$ cat config.mk
export PLATFORM = sky130hd
export DESIGN_NAME = lzw_front_flat
export DESIGN_NICKNAME = d
export VERILOG_FILES = /design/src/lzw_byte_stream_encoder_assert.svh /design/src/lzw_pkg.sv /design/src/lzw_if.sv /design/src/lzw_front.sv /design/src/flat_wrapper.sv
export SDC_FILE = /design/constraint.sdc
export NUM_CORES = 1
export LEC_CHECK = 0
export ABC_AREA = 1
export BUFFER_PORTS_ARGS = -buffer_cell sky130_fd_sc_hd__buf_2
export CAP_MARGIN = 20
export CORE_MARGIN = 5
export CORE_UTILIZATION = 25
export DETAILED_ROUTE_END_ITERATION = 10
export PLACE_DENSITY = 0.41
export REMOVE_ABC_BUFFERS = 1
export SLEW_MARGIN = 10
export SYNTH_ARGS = -nofsm -noshare
export SYNTH_HDL_FRONTEND = slang
export SYNTH_SLANG_ARGS = --single-unit
$ cat constraint.sdc
create_clock -name clk -period 1.24 [get_ports clk]
set_input_delay 0 -clock clk [delete_from_list [all_inputs] [get_ports clk]]
set_output_delay 0 -clock clk [all_outputs]
set_load 0.05 [all_outputs]
$ cat src/lzw_byte_stream_encoder_assert.svh
// Assertion macros used by the dictionary engine.
`ifndef LZW_BYTE_STREAM_ENCODER_ASSERT_SVH
`define LZW_BYTE_STREAM_ENCODER_ASSERT_SVH
// The consequent holds in the same cycle as the antecedent.
`define LZW_ASSERT_SAME(label, clk, rst_n, ante, cons) \
  label: assert property (@(posedge clk) disable iff (!rst_n) (ante) |-> (cons)) \
    else $error("assertion failed");
// The consequent holds in the cycle after the antecedent.
`define LZW_ASSERT_NEXT(label, clk, rst_n, ante, cons) \
  label: assert property (@(posedge clk) disable iff (!rst_n) (ante) |=> (cons)) \
    else $error("assertion failed");
`endif

$ cat src/lzw_pkg.sv
`default_nettype none
package lzw_pkg;
  localparam int unsigned START_WIDTH = 9;

  typedef enum logic [2:0] {
    ST_IDLE,
    ST_CLEAR,
    ST_PROBE,
    ST_EMIT,
    ST_DRAIN
  } lzw_state_t;

  // One queued input item as classified by the front end.
  typedef struct packed {
    logic [7:0] data_byte;
    logic       stream_end;
  } lzw_item_t;
endpackage
`default_nettype wire

$ cat src/lzw_if.sv
`default_nettype none
interface lzw_in_if;
  logic       valid;
  logic       ready;
  logic [7:0] data_byte;
  logic       stream_end;
  modport source (output valid, output data_byte, output stream_end, input ready);
  modport sink (input valid, input data_byte, input stream_end, output ready);
endinterface

`default_nettype wire

$ cat src/lzw_front.sv
`default_nettype none
// Input queue: two-entry FIFO that decouples the channel from the dictionary engine.
module lzw_front
  import lzw_pkg::*;
(
  input  wire logic clk,
  input  wire logic rst_n,
  lzw_in_if.sink    in_ch,
  output lzw_item_t q_item,
  output logic      q_valid,
  input  wire logic q_pop
);
  lzw_item_t   mem_r [2];
  logic        wp_r, wp_nxt, rp_r, rp_nxt;
  logic [1:0]  cnt_r, cnt_nxt;
  logic        push;

  assign in_ch.ready = (cnt_r != 2'd2);
  assign push = in_ch.valid && in_ch.ready;
  assign q_valid = (cnt_r != 2'd0);
  assign q_item = mem_r[rp_r];

  always_comb begin
    wp_nxt = wp_r ^ push;
    rp_nxt = rp_r ^ (q_pop && q_valid);
    cnt_nxt = cnt_r + {1'b0, push} - {1'b0, q_pop && q_valid};
  end

  always_ff @(posedge clk) begin
    if (!rst_n) begin
      wp_r <= 1'b0;
      rp_r <= 1'b0;
      cnt_r <= 2'd0;
    end else begin
      wp_r <= wp_nxt;
      rp_r <= rp_nxt;
      cnt_r <= cnt_nxt;
    end
    if (push) begin
      mem_r[wp_r] <= '{data_byte: in_ch.data_byte, stream_end: in_ch.stream_end};
    end
  end
endmodule
`default_nettype wire

$ cat src/flat_wrapper.sv
// flat-port wrapper written by rule: the top's interface ports become plain ports
module lzw_front_flat import lzw_pkg::*;
  (clk, rst_n, q_item, q_valid, q_pop, in_ch_valid, in_ch_data_byte, in_ch_stream_end, in_ch_ready);
  lzw_in_if in_ch_i ();
  input  wire logic clk;
  input  wire logic rst_n;
  output lzw_item_t q_item;
  output logic q_valid;
  input  wire logic q_pop;
  input wire logic [$bits(in_ch_i.valid)-1:0] in_ch_valid;
  input wire logic [$bits(in_ch_i.data_byte)-1:0] in_ch_data_byte;
  input wire logic [$bits(in_ch_i.stream_end)-1:0] in_ch_stream_end;
  output wire logic [$bits(in_ch_i.ready)-1:0] in_ch_ready;
  assign in_ch_i.valid = in_ch_valid;
  assign in_ch_i.data_byte = in_ch_data_byte;
  assign in_ch_i.stream_end = in_ch_stream_end;
  assign in_ch_ready = in_ch_i.ready;
  lzw_front u_core (.clk(clk), .rst_n(rst_n), .in_ch(in_ch_i), .q_item(q_item), .q_valid(q_valid), .q_pop(q_pop));
endmodule
## Word level (Yosys, flattened, before mapping)

Memories as Yosys holds them, arrays and structs flattened. A register that Yosys moved wholly into a read port is not among the register bits.
Cells that the tools add are included.

- Register bits after elaboration: 4
- RAM bits: 18
- Bits of input ports: 13
- Output and inout port bits: 11
- Word-level logic and storage cells: 15
- Memories: 1

Memory list:

| memory | depth | bits a word | read ports | clocked after Yosys merged registers in | write ports | RTL line | RTL |
|---|---|---|---|---|---|---|---|
| u_core.mem_r | 2 | 9 | 1 | 1 | 1 | lzw_front.sv:13 | `lzw_item_t mem_r [2];` |

- Add/sub/neg operators: 2
- Equal/unequal tests: 1
- Mux-type cells: 3
- Bitwise operators: 2
- Reductions and logical operators: 3

Operators by type and width:

| operator | count |
|---|---|
| 2-to-1 mux 1 bit | 3 |
| adder 2 x 1 -> 2 bit | 1 |
| logical AND 1 bit | 2 |
| != test 2 bit, second input constant | 1 |
| nonzero test 2 bit | 1 |
| subtractor 2 x 1 -> 2 bit | 1 |
| bitwise XOR 1 bit | 2 |

## Depth between registers and ports, before layout

Gate-level depths: netlist (run 1).

- Depth after elaboration: 4
- Gate-level depth with buffers: 10
- Mapped depth without buffers: 10

## Worst setup path before layout (run 1)

Ideal clock, no wire load.

- Path kind: register to register
- Start point: register u_core.cnt_r[0]
- End point: memory u_core.mem_r[0][0] in the netlist's numbering (enable)
- Setup time: 0.338 ns
- Arrival: 1.029 ns
- Data required time: 0.902 ns
- Setup slack: -0.127 ns
- Stages on the path, launching flop included: 4
- Buffers on the path: 0
- Clock period less this slack: 1.367 ns
- Cell sequence: dfxtp_1 -> inv_1 -> a21boi_0 -> ha_1

- Word-level cells in the longest chain between the ends: 4

Ends and longest elaborated chain:

| item | RTL line | RTL |
|---|---|---|
| start, declared | lzw_front.sv:15 | `logic [1:0] cnt_r, cnt_nxt;` |
| start signal, assigned | lzw_front.sv:37 | `cnt_r <= cnt_nxt;` |
| != test 2 bit | lzw_front.sv:18 | `assign in_ch.ready = (cnt_r != 2'd2);` |
| logical AND 1 bit | lzw_front.sv:19 | `assign push = in_ch.valid && in_ch.ready;` |
| 2-to-1 mux 1 bit | lzw_front.sv:39 | `if (push) begin` |
| 2-to-1 mux 1 bit (not written as such) | lzw_front.sv:40 | `mem_r[wp_r] <= '{data_byte: in_ch.data_byte, stream_end: in_ch.stream_end};` |
| end, declared | lzw_front.sv:13 |  |

No other way between the ends.

## Worst setup path in the final report (run 1)

- Start point: register u_core.cnt_r[0]
- End point: register u_core.cnt_r[1]

- Word-level cells in the longest chain between the ends: 4
- Elaborated cells on any way between the ends: 6
- Classes of those cells: add/sub: 2; eq/ne: 1; reduce/logical: 3

Ends and longest elaborated chain:

| item | RTL line | RTL |
|---|---|---|
| != test 2 bit | lzw_front.sv:18 |  |
| logical AND 1 bit | lzw_front.sv:19 |  |
| adder 2 x 1 -> 2 bit | lzw_front.sv:26 | `cnt_nxt = cnt_r + {1'b0, push} - {1'b0, q_pop && q_valid};` |
| subtractor 2 x 1 -> 2 bit * | lzw_front.sv:26 |  |

Mark *: on every way between the ends. The rest lies on a longest branch, timed or not.
A chain may end at the register's enable or synchronous reset.

==> results.txt, run 1 <==
----------------------------------------------------
[Finish]
  Number of fill cells in the layout ... roughly 360
  Number of antenna cells inserted ... 0
  Commonest non-fill, non-tap cell in the layout ... sky130_fd_sc_hd__edfxtp_1
  Area growth from synthesis to layout ... 61.7%
  Total Nets Final ... roughly 130
  Most used cells in the layout excluding fill and tap cells ... sky130_fd_sc_hd__edfxtp_1 (18), sky130_fd_sc_hd__buf_2 (12), sky130_fd_sc_hd__buf_6 (12)
  Fraction of final layout cells sized beyond drive strength 1 ... 0.593

[Clocking]
  Clock root buffer ... sky130_fd_sc_hd__clkbuf_8
  Clock Path Buffers ... 2
  Number of buffers created by CTS ... 3
  Worst skew pair latency ... 0.25 ns
  TritonCTS clock tree ... done
  Register clock-pin slew on the reported worst setup and hold paths ... around 0.07 ns
  CTS H-tree depth ... 1
  Clock sink total ... 23

[Pwr]
  Overall Power ... ~0.0033 W
  Worst-case vdd ir drop ... about 0.0011 V
  Pwr per Cell Area ... ~2100 nW/um^2
  Static power due to leakage ... between 0.6 and 0.7 nW

[Placement]
  Post-DP HPWL ... approximately 1200 um
  Last weighted congestion value of the routability-driven placer ... between 0.8 and 0.9
  DP Worst Slack ... -0.174 ns
  Count of buffers from port buffering ... 23

[Synth]
  Syn Inst Count ... 64
  Post-synthesis sequential element count ... 23
  Distinct cell type count of the synthesized netlist ... 12
  Avg Inst Size Synth ... around 15 um^2
  YS warnings ... 0
  Sequential cell area fraction in the yosys report ... 0.675
  Area of the mapped netlist ... approximately 950 um^2

[Critical path]
  CP arrival ... about 1.5 ns
  Type of the worst setup path ... flop to flop
  Startpoint types ... flop
  Required time at the endpoint of the critical path ... 1.39 ns
  Worst Setup End Kind ... flop
  Worst-path maximum fanout ... 2

[Floorplan]
  Chip Width ... between 70 and 80 um
  Boundary pin count ... 24
  Initial Util ... 0.259
  Std cell rows ... 22
  Die Footprint ... about 5100 um^2
  Vertical die dimension ... 71.6 um
  Core area ... 3660 um^2

[Global route]
  Number of antenna violations at the first check in global routing ... 0
  Largest net degree at the start of global routing ... 13
  Vias in the first global route ... 656
  All-layer global routing usage ... 0.0722
  Global-route wire length before repair ... about 2800 um
  Remaining global-route overflow ... 0

[Job]
  MaxCap Viol Count ... 0

[Routing]
  Final Routed Wirelength ... approximately 1700 um
  Via-per-instance ratio ... just under 4
  Routed WL per cell ... 10.4 um
  DRC violation total after the first TritonRoute iteration ... 13
  Number of remaining DRC errors ... 0
  First-pass iteration count of the detailed router ... 2
  Number of nets with antenna violations after detailed routing ... 0
  Vias after detailed routing ... around 640

[Timing]
  Relative slew slack ... 0.894
  Final-report max-slew violation count ... 0
  Clk_skew ... approximately 0.0045 ns
  Transition time at the pin with the least slew margin ... between 0.15 and 0.2 ns
  Maximum frequency from static timing analysis ... 736 MHz
  Crit share post-route ... 1.10
  Setup repair after global routing missed its margin ... yes
  Final setup slack of the worst path ... -0.118 ns
  Final setup violation count ... 1
  Hold violation count in the final report ... 0
  Clock period minus final worst setup slack ... around 1.4 ns

[Hold path]
  Kind of path behind the tightest hold check ... primary input to flop

[Run status]
  Status ... finished with violations
  Failing checks ... setup timing

----------------------------------------------------
==> where the power goes <==
part / internal, W / switching, W
registers: 0.00101 / 0.0000707
clock network: 0.000228 / 0.000206
logic: 0.000817 / 0.000947
==> sequential cells by signal (all words and copies together) (netlist names), named ones only <==
name / cells
u_core.wp_r: 1
u_core.mem_r: 18
u_core.cnt_r: 2
u_core.rp_r: 1
==> cell type report <==
type / instances / area, um^2 / share of cell area
inverter: 9 / 36.3 / 0.0237
tap: 48 / 60.1 / 0.0392
timing repair buffer: 46 / 413 / 0.269
clock buffer: 4 / 45.0 / 0.0294
multi-input combinational: 31 / 335 / 0.219
sequential: 23 / 644 / 0.420
==> timing repair <==
item	CTS	global route
hold endpoints to repair	21	0
hold buffers	10	0
setup endpoints to repair	29	27
buffers inserted	3	1
pin swaps	5	3
resized for setup	37	16
==> cells in the mapped netlist <==
cell                       instances  area [um^2]
sky130_fd_sc_hd__nand2_1           7         26.3
sky130_fd_sc_hd__inv_1             9         33.8
sky130_fd_sc_hd__nor2_1            6         22.5
sky130_fd_sc_hd__nand3_1           2         10.0
sky130_fd_sc_hd__nor2_2            1         6.26
sky130_fd_sc_hd__edfxtp_1         18          541
sky130_fd_sc_hd__a21boi_0          1         7.51
sky130_fd_sc_hd__a21oi_1           1         5.00
sky130_fd_sc_hd__ha_1              4         50.1
sky130_fd_sc_hd__mux2_4            9          135
sky130_fd_sc_hd__dfxtp_1           5          100
sky130_fd_sc_hd__buf_6             1         11.3
==> per-layer routing <==
metal / vias to the layer above / wire (um) / track usage
met5: - / 0 / 0
met4: 0 / 18 / 0.0376
met2: 17 / 824 / 0.127
li1: 316 / - / -
met3: 4 / 98 / 0.0196
met1: 302 / 738 / 0.0792
==> through the flow <==
| step | util | hold WS [ns] | setup TNS (ns) | area, um^2 | cells |
|---|---|---|---|---|---|
| detailed placement | 0.326 | 0.195 | -2.08 | 1190 | 143 |
| floorplan | - | 0.0935 | -2.37 | 937 | 63 |
| CTS | 0.404 | 0.0476 | -0.292 | 1480 | 160 |
| global route | 0.419 | 0.0595 | -0.527 | 1530 | 161 |
| finish | 0.419 | 0.0489 | -0.118 | 1530 | 161 |
| global placement | 0.326 | 0.189 | -1.35 | 1190 | 143 |
==> cells by family (layout without fill, tap and decap cells) <==
family | count (synthesis) | in the layout | synth area share
buf+inv | 10 | 59 | 0.0475
mux | 9 | 9 | 0.142
compound gates | 2 | 2 | 0.0132
simple gates | 16 | 16 | 0.0686
fa+ha+maj | 4 | 4 | 0.0528
flops | 23 | 23 | 0.675
==> final timing paths <==
kind,start,end,slack (ns),cells after the start
worst max-delay path,u_core.cnt_r[0],u_core.cnt_r[1],-0.12,10
worst min-delay path,q_pop,flop,0.05,4
worst max register to register,u_core.cnt_r[0],u_core.cnt_r[1],-0.12,10
worst min register to register,u_core.rp_r,flop,0.52,2
==> critical path, stage by stage (launching register included) <==
cell,delay (ns)
sky130_fd_sc_hd__dfxtp_2,0.33
sky130_fd_sc_hd__nor2_2,0.11
sky130_fd_sc_hd__nor2_2,0.05
sky130_fd_sc_hd__ha_1,0.30
sky130_fd_sc_hd__inv_2,0.07
sky130_fd_sc_hd__ha_4,0.14
sky130_fd_sc_hd__inv_4,0.04
sky130_fd_sc_hd__nand2_4,0.05
sky130_fd_sc_hd__nand3_2,0.06
sky130_fd_sc_hd__nand2_1,0.07
sky130_fd_sc_hd__nor2_1,0.04
Power figures use the tool's default switching activity.
==> run 2, diff against run 1 <==
--- a/config.mk
+++ b/config.mk
@@ -5,7 +5,6 @@
 export SDC_FILE = /design/constraint.sdc
 export NUM_CORES = 1
 export LEC_CHECK = 0
-export ABC_AREA = 1
 export BUFFER_PORTS_ARGS = -buffer_cell sky130_fd_sc_hd__buf_2
 export CAP_MARGIN = 20
 export CORE_MARGIN = 5
==> run 2 against run 1 <==
The run still ends with setup timing left. Die area decreased by 3.5%. Wire length rose by 5.3%. Hold slack gained 0.13 ns. Setup slack worse by 0.028 ns. Critical endpoint unchanged. Highest routed layer unchanged.
==> results.txt, run 2 <==
----------------------------------------------------
[Timing]
  Final-report max-slew violation count ... 0
  Final setup violation count ... 22
  Final setup slack of the worst path ... -0.147 ns
  Hold Worst Slack ... 0.180 ns
  Maximum frequency from static timing analysis ... 721 MHz
  Hold violation count in the final report ... 0
  Clk_skew ... 0.00232 ns
  Crit share post-route ... 1.12
  Transition time at the pin with the least slew margin ... between 0.2 and 0.25 ns
  Clock period minus final worst setup slack ... between 1 and 1.5 ns
  Relative slew slack ... 0.836
  Setup repair after global routing missed its margin ... yes

[Clocking]
  Clock Path Buffers ... 2
  Worst skew pair latency ... around 0.26 ns
  CTS H-tree depth ... 1
  Register clock-pin slew on the reported worst setup and hold paths ... 0.08 ns
  Clock root buffer ... sky130_fd_sc_hd__clkbuf_8
  Clock sink total ... 23
  Number of buffers created by CTS ... 3
  TritonCTS clock tree ... done

[Routing]
  Vias after detailed routing ... around 560
  First-pass iteration count of the detailed router ... 2
  Number of remaining DRC errors ... 0
  DRC violation total after the first TritonRoute iteration ... 5
  Routed WL per cell ... roughly 12 um
  Number of nets with antenna violations after detailed routing ... 0
  Via-per-instance ratio ... ~3.8
  Final Routed Wirelength ... roughly 1800 um

[Critical path]
  Worst-path maximum fanout ... 3
  Type of the worst setup path ... flop to flop
  Required time at the endpoint of the critical path ... ~1.5 ns
  Cell with the biggest individual delay on the critical path ... sky130_fd_sc_hd__dfxtp_2
  Worst Setup End Kind ... flop
  Most frequent cell on the critical path ... sky130_fd_sc_hd__ha_1
  CP arrival ... 1.59 ns
  Startpoint types ... flop
  Ordered cell list for the critical path ... o21a_1 > ha_1 > inv_1 > ha_1 > xnor3_1 > nor2b_2
  Cells on worst reg2reg path ... 6
  Slowest cell delay on critical path ... 0.33 ns

[Pwr]
  Int Power ... about 0.002 W
  Static power due to leakage ... just over 0.6 nW
  Pwr per Cell Area ... ~2100 nW/um^2
  Register share of total power ... 0.343
  Switching fraction of total power ... 0.352
  Clock network fraction of total power ... 0.145
  Proportion of power drawn by combinational gates ... 0.512
  Worst-case vdd ir drop ... 0.000957 V
  Net Switching ... 0.00111 W

[Finish]
  Number of antenna cells inserted ... 0
  Commonest non-fill, non-tap cell in the layout ... sky130_fd_sc_hd__edfxtp_1
  Number of flip-flops in the largest register ... 18
  Biggest register ... u_core.mem_r
  Post-route standard cell area excluding fillers ... roughly 1500 um^2
  Total Nets Final ... roughly 120
  Fraction of final layout cells sized beyond drive strength 1 ... 0.546
  Registers with the highest flip-flop counts ... u_core.mem_r (18), u_core.cnt_r (2)
  Most used cells in the layout excluding fill and tap cells ... sky130_fd_sc_hd__edfxtp_1 (18), sky130_fd_sc_hd__buf_2 (13), sky130_fd_sc_hd__dlygate4sd3_1 (10)
  Area growth from synthesis to layout ... 63.5%

[Synth]
  Share of flip-flops with an asynchronous set or reset after synthesis ... 0
  Leading cell type by number of instances after synthesis ... sky130_fd_sc_hd__edfxtp_1
  Area of the mapped netlist ... between 900 and 1000 um^2
  Syn Inst Count ... between 50 and 60
  Synth Flop Type ... sky130_fd_sc_hd__edfxtp_1
  Synth area leaders ... sky130_fd_sc_hd__edfxtp_1 (59%), sky130_fd_sc_hd__mux2_2 (11%), sky130_fd_sc_hd__dfxtp_1 (11%)
  Avg Inst Size Synth ... 17.5 um^2
  YS warnings ... 0
  Post-synthesis sequential element count ... 23
  Portion of synthesized cell area occupied by the leading cell type ... 0.594
  Number of synthesized flops with an enable pin ... 18
  Cell taking the most area after synthesis ... sky130_fd_sc_hd__edfxtp_1
  Distinct cell type count of the synthesized netlist ... 16
  Sequential cell area fraction in the yosys report ... 0.704
  Synth cell count leaders ... sky130_fd_sc_hd__edfxtp_1 (18), sky130_fd_sc_hd__mux2_2 (9), sky130_fd_sc_hd__dfxtp_1 (5)

[Global route]
  Global-route wire length before repair ... 2970 um
  Number of antenna violations at the first check in global routing ... 0
  Vias in the first global route ... ~640
  All-layer global routing usage ... 0.0778
  Largest net degree at the start of global routing ... 14
  Remaining global-route overflow ... 0

[Run status]
  Failing checks ... setup timing
  Status ... finished with violations

[Floorplan]
  Chip Width ... between 70 and 80 um
  Core area ... approximately 3600 um^2
  Vertical die dimension ... about 70 um
  Initial Util ... 0.252
  Std cell rows ... 22
  Die Footprint ... a little under 5000 um^2
  Boundary pin count ... 24

[Placement]
  Last weighted congestion value of the routability-driven placer ... around 0.70
  Cell area after placement ... 1110 um^2
  Post-DP HPWL ... between 1000 and 1500 um
  Count of buffers from port buffering ... 23

[Hold path]
  Hold Path Depth ... 4
  Kind of path behind the tightest hold check ... primary input to flop

[Job]
  MaxCap Viol Count ... 0

----------------------------------------------------
-- run 2: area by class of cell --
type                       instances  area [um^2]
fill                             343         2120
sequential                        23          647
timing repair buffer              42          419
multi-input combinational         25          304
tap                               48         60.1
clock buffer                       3         41.3
inverter                           3         11.3
clock inverter                     1         5.00
-- run 2: critical path: cells and delay by family (launching register included) --
kind,cells,cell delay [ns]
xor+xnor,1,0.22
flops,1,0.33
fa+ha+maj,2,0.41
simple gates,1,0.10
buf+inv,1,0.06
compound gates,1,0.20
-- run 2: metrics by stage --
stage	TNS (ns)	worst slack [ns]	power [W]	cells	utilization
2_1_floorplan	-8.23	-0.412	0.00190	51	-
3_3_place_gp	-3.98	-0.205	0.00221	125	0.309
3_5_place_dp	-4.79	-0.259	0.00221	125	0.309
4_1_cts	-1.65	-0.152	0.00313	142	0.399
5_1_grt	-2.38	-0.233	0.00332	145	0.413
6_report	-0.862	-0.147	0.00316	145	0.413
-- run 2: power by group through the flow --
stage / clock [W] / sequential, W / combinational (W)
5_1_grt: 0.000508 / 0.00110 / 0.00172
4_1_cts: 0.000481 / 0.00108 / 0.00157
3_5_place_dp: 0 / 0.00107 / 0.00114
2_1_floorplan: 0 / 0.00107 / 0.000828
3_3_place_gp: 0 / 0.00106 / 0.00115
6_report: 0.000457 / 0.00108 / 0.00162
-- run 2: cell families (layout without fill, tap and decap cells) --
kind of cell / count (synthesis) / after routing / synth area share
buf+inv: 4 / 49 / 0.0179
compound gates: 1 / 1 / 0.00826
fa+ha+maj: 4 / 4 / 0.0550
xor+xnor: 1 / 1 / 0.0248
flops: 23 / 23 / 0.704
simple gates: 8 / 8 / 0.0564
mux: 11 / 11 / 0.133
-- run 2: metal layers --
metal,vias up,part of all wire,track usage
met4,0,0.014,0.0255
met3,4,0.064,0.0360
met5,-,0,0
li1,278,-,-
met2,17,0.50,0.130
met1,258,0.42,0.0870
-- run 2: path summary, 6_finish.rpt --
path	endpoint	startpoint	slack, ns
max	u_core.cnt_r[1]	u_core.cnt_r[1]	-0.15
min	u_core.wp_r	in_ch_valid	0.18
max reg2reg	u_core.cnt_r[1]	u_core.cnt_r[1]	-0.15
min reg2reg	flop	u_core.rp_r	0.48
-- run 2: repair_timing --
action / 4_1_cts / 5_1_grt
endpoints found under the hold margin: 19 / 0
buffers inserted: 2 / 3
cloned: 1 / 0
pin swaps: 1 / 2
hold buffers: 10 / 0
setup endpoints to repair: 29 / 31
gates resized for setup: 43 / 9
